[src/rtl/irt_pkg.sv]
// ----------------------------------------------------------------------------
// irt_pkg
// Types and codes shared by the interval reservation table modules.
// ----------------------------------------------------------------------------
package irt_pkg;

    // Limits of the row and seat numbering; the item fields are 10 bits wide.
    localparam int ROWS  = 1024;
    localparam int SEATS = 1024;

    localparam int SEAT_W  = 10;
    localparam int ROW_W   = 10;
    localparam int OWNER_W = 16;

    localparam logic CMD_RESERVE = 1'b0;
    localparam logic CMD_LOOKUP  = 1'b1;

    localparam logic [2:0] ST_BOOKED  = 3'd0;
    localparam logic [2:0] ST_OVERLAP = 3'd1;
    localparam logic [2:0] ST_FULL    = 3'd2;
    localparam logic [2:0] ST_OWNED   = 3'd3;
    localparam logic [2:0] ST_FREE    = 3'd4;
    localparam logic [2:0] ST_INVALID = 3'd5;

    typedef struct packed {
        logic               cmd;
        logic [ROW_W-1:0]   row_index;
        logic [SEAT_W-1:0]  start_seat;
        logic [SEAT_W-1:0]  end_seat;
        logic [OWNER_W-1:0] owner_id;
    } t_irt_in;

    typedef struct packed {
        logic [2:0]         status;
        logic [OWNER_W-1:0] found_owner;
    } t_irt_out;

    // One booking as it sits in the table memory.
    typedef struct packed {
        logic [ROW_W-1:0]   row;
        logic [SEAT_W-1:0]  first;
        logic [SEAT_W-1:0]  last;
        logic [OWNER_W-1:0] owner;
    } t_entry;

    localparam int ENTRY_W = $bits(t_entry);

    typedef enum logic [1:0] {
        S_IDLE,
        S_CHECK,
        S_SCAN
    } t_state;

    // Commands from the controller to the datapath.
    typedef struct packed {
        logic       load;
        logic       issue;
        logic       write;
        logic       emit;
        logic [2:0] code;
    } t_ctrl_cmd;

    // Status from the datapath to the controller.
    typedef struct packed {
        logic invalid;
        logic is_lookup;
        logic more;
        logic pend;
        logic hit;
        logic full;
    } t_dp_stat;

endpackage

[src/rtl/irt_ctrl.sv]
// ----------------------------------------------------------------------------
// irt_ctrl
// Controller: takes an item, checks its range, runs the table scan and
// picks the result code.
// ----------------------------------------------------------------------------
module irt_ctrl (
    input  logic               i_clk,
    input  logic               i_rst_n,
    input  logic               start,
    input  irt_pkg::t_dp_stat  i_stat,
    output logic               busy,
    output irt_pkg::t_ctrl_cmd o_cmd
);
    import irt_pkg::*;

    t_state r_state;
    t_state n_state;

    always_ff @(posedge i_clk) begin
        if (!i_rst_n) begin
            r_state <= S_IDLE;
        end else begin
            r_state <= n_state;
        end
    end

    always_comb begin
        n_state = r_state;
        case (r_state)
            S_IDLE: begin
                if (start) begin
                    n_state = S_CHECK;
                end
            end
            S_CHECK: begin
                n_state = i_stat.invalid ? S_IDLE : S_SCAN;
            end
            S_SCAN: begin
                if (i_stat.hit || (!i_stat.more && !i_stat.pend)) begin
                    n_state = S_IDLE;
                end
            end
            default: n_state = S_IDLE;
        endcase
    end

    always_comb begin
        o_cmd = '0;
        busy  = 1'b1;
        case (r_state)
            S_IDLE: begin
                busy       = 1'b0;
                o_cmd.load = start;
            end
            S_CHECK: begin
                if (i_stat.invalid) begin
                    o_cmd.emit = 1'b1;
                    o_cmd.code = i_stat.is_lookup ? ST_FREE : ST_INVALID;
                end
            end
            S_SCAN: begin
                // Reads are issued one per cycle; the comparator sees each
                // entry in the cycle after its address.
                o_cmd.issue = i_stat.more && !i_stat.hit;
                if (i_stat.hit) begin
                    o_cmd.emit = 1'b1;
                    o_cmd.code = i_stat.is_lookup ? ST_OWNED : ST_OVERLAP;
                end else if (!i_stat.more && !i_stat.pend) begin
                    o_cmd.emit = 1'b1;
                    if (i_stat.is_lookup) begin
                        o_cmd.code = ST_FREE;
                    end else if (i_stat.full) begin
                        o_cmd.code = ST_FULL;
                    end else begin
                        o_cmd.code  = ST_BOOKED;
                        o_cmd.write = 1'b1;
                    end
                end
            end
            default: begin
                busy = 1'b1;
            end
        endcase
    end

endmodule
[config.mk]
export PLATFORM = sky130hd
export DESIGN_NAME = irt_ctrl
export DESIGN_NICKNAME = d
export VERILOG_FILES = /design/src/rtl/irt_pkg.sv /design/src/rtl/irt_ctrl.sv
export SDC_FILE = /design/constraint.sdc
export NUM_CORES = 1
export LEC_CHECK = 0
export BUFFER_PORTS_ARGS = -buffer_cell sky130_fd_sc_hd__clkbuf_2
export CORE_AREA = 2 2 39 41
export DETAILED_ROUTE_END_ITERATION = 10
export DIE_AREA = 0 0 41 43
export PLACE_DENSITY = 0.4
export SETUP_SLACK_MARGIN = 0.4
export SLEW_MARGIN = 20
export SYNTH_ARGS = -nofsm -noshare
export SYNTH_HDL_FRONTEND = slang
export SYNTH_SLANG_ARGS = --single-unit
[constraint.sdc]
create_clock -name i_clk -period 1.5 [get_ports i_clk]
set_input_delay 0.075 -clock i_clk [delete_from_list [all_inputs] [get_ports i_clk]]
set_output_delay 0.075 -clock i_clk [all_outputs]
set_load 0.005 [all_outputs]
==> results_dict.tcl <==
set metrics [dict create \
    status "finished clean" \
    grt_pass1_wl_um 1097 \
    first_global_vias 292 \
    cap_viol_max_count 0 \
    hold_path_class "input pin to flip-flop" \
    wl_per_cell_um 9.667 \
    dr.pass1.iters 1 \
    antenna_cells 0 \
    wl_met1_um 308 \
    drc 0 \
    grtUsageTotal_pct 9.920 \
    overflow 0 \
    fin_nets 74 \
    setup.worst_path.end_class "primary output" \
    rows 14 \
    finClkSkew_ps 1.276 \
    worst_pin_slew_ps 404.9 \
    core_um2 1384 \
    htree_num_levels 1 \
    hold_slack_ps 121.4 \
    syn_area_um2 250.2 \
    crit_fanout 4 \
    timing.fmax_mhz 728.5 \
    synthCells 36 \
    initialDrtViolationCount 0 \
    layout_setup_ws_ps 127.4 \
    arrival_ps 1300 \
    drive_gt1_share_pct 64.41 \
    instances_no_fill 75 \
    area_growth_pct 92.50 \
    die_area_um2 1763 \
    largest_reg_flops 2 \
    start_kind "flip-flop" \
    required_ps 1420 \
    syn_avg_cell_area_um2 6.951 \
    synth_seq_area_share_pct 16.00 \
    largest_register "r_state" \
    r2r_cells 6 \
    power_leakage_uw 0.0002211 \
    holdPathStages 3 \
    synth_cell_types 16 \
    cts_inserted_buffers 3 \
    met2WireLength_um 356 \
    gp_congestion 0.5810 \
    rsz0062_at_grt "true" \
    clock_path_buffers 2 \
    tns_ps 0 \
    hold_buffers 0 \
    clk_latency_ps 220 \
    ys_ff_latch 2 \
    synth_nets 49 \
    fill_cells 159 \
    maxSlewViolCount 0 \
    period_share_pct 91.51 \
    ys.warnings.count 0 \
    final_common_cell "clkbuf_2" \
    relSlewSlack_pct 72.90 \
    grt_max_degree 7 \
    finalCriticalPeriod_ps 1373 \
    vias_per_cell 4.320 \
    dp.cells 68 \
    worstSetupPathType "flip-flop to primary output" \
    clkSlewWorstSetupHoldPaths_ps 30 \
    num_vias 324 \
    numPortBuffers 16 \
    finalSetupViolCount 0 \
    dp_slack_ps 245.1 \
    cts-root-buf "clkbuf_4" \
    ios 17 \
    irDropWorstVdd_v 0.0003740 \
    wirelength_um 725 \
    p_per_area_nw_per_um2 809.2 \
    hold_violations 0 \
    final_cell_mix "clkbuf_2, nand2_1, clkbuf_4, buf_4" \
    postPlaceCellArea_um2 365.4 \
    top_layer_used "met3" \
    wl_met3_um 61 \
    antenna_found_initial 0 \
    final_cell_area_um2 481.7 \
    tritoncts "done" \
    floorplan.initialDensity_pct 18.08 \
    top_regs "r_state (2)" \
    die_y_um 43 \
    hpwl_um 530.4 \
    clock_sinks 2 \
    ant_nets 0 \
    die_w_um 41 \
]
==> power breakdown <==
group	internal [uW]	leakage, uW	switching, uW
combinational	114	0.000190	84.0
clock	88.0	0.0000138	28.2
sequential	63.5	0.0000175	11.7
==> cell type report <==
| class | count | area [um^2] | area share, % |
|---|---|---|---|
| inverters | 4 | 20.02 | 4.156 |
| well taps | 16 | 20.02 | 4.156 |
| clock buffers | 3 | 22.52 | 4.675 |
| flip-flops and latches | 2 | 45.04 | 9.351 |
| repair buffers | 20 | 122.6 | 25.45 |
| multi-input cells | 30 | 251.5 | 52.21 |
==> critical path, stage by stage (launching register included) <==
cell      delay, ps
dfxtp_2         350
inv_4            60
buf_12          120
ha_4            260
nand2_1          50
a21oi_1         120
clkbuf_2        130
==> kinds of logic after synthesis <==
| family | Yosys count | share of synthesized area (%) |
|---|---|---|
| buffers and inverters | 4 | 5.998 |
| flip-flops | 2 | 16.00 |
| multiplexers | 2 | 8.000 |
| AO/OA/AOI/OAI | 6 | 16.00 |
| adder cells (fa/ha/maj) | 4 | 20.00 |
| AND/OR/NAND/NOR | 18 | 34.00 |
==> what timing repair did <==
action                                  4_1_cts  5_1_grt
endpoints found under the setup margin       10        9
buffers inserted                              1        3
pin swaps                                     5        2
gates cloned                                  0        0
gates resized for setup                      15        3
==> per-layer routing <==
layer	track usage, %	vias to the layer above
li1	-	168
met1	9.265	142
met2	15.00	14
met3	3.665	0
met4	10.00	0
met5	0	-
==> metrics by stage <==
step                      util (%)  total power [uW]
after floorplan                  -             151.9
after global placement       26.40             204.6
after detailed placement     26.40             203.2
after CTS                    31.74             364.4
after global routing         34.81             428.8
final                        34.81             389.8
==> synth_stat cells, drive strengths merged <==
library cell | n | share of area, %
nand3b | 1 | 3.0
nand3 | 2 | 4.0
ha | 4 | 20
a21boi | 2 | 6.0
and2 | 3 | 7.5
a21oi | 1 | 2.0
mux2i | 2 | 8.0
nor2b | 1 | 2.5
nand2 | 8 | 12
o32a | 1 | 4.0
dfxtp | 2 | 16
o21ai | 2 | 4.0
nor3 | 1 | 2.0
inv | 4 | 6.0
nor2 | 2 | 3.0
==> worst paths after layout <==
check,start,to,slack [ps]
max reg2reg,r_state[0],r_state[0],220
max,r_state[0],o_cmd[1],130
min reg2reg,r_state[0],r_state[0],480
min,i_rst_n,r_state[1],120
Power figures use the tool's default switching activity.
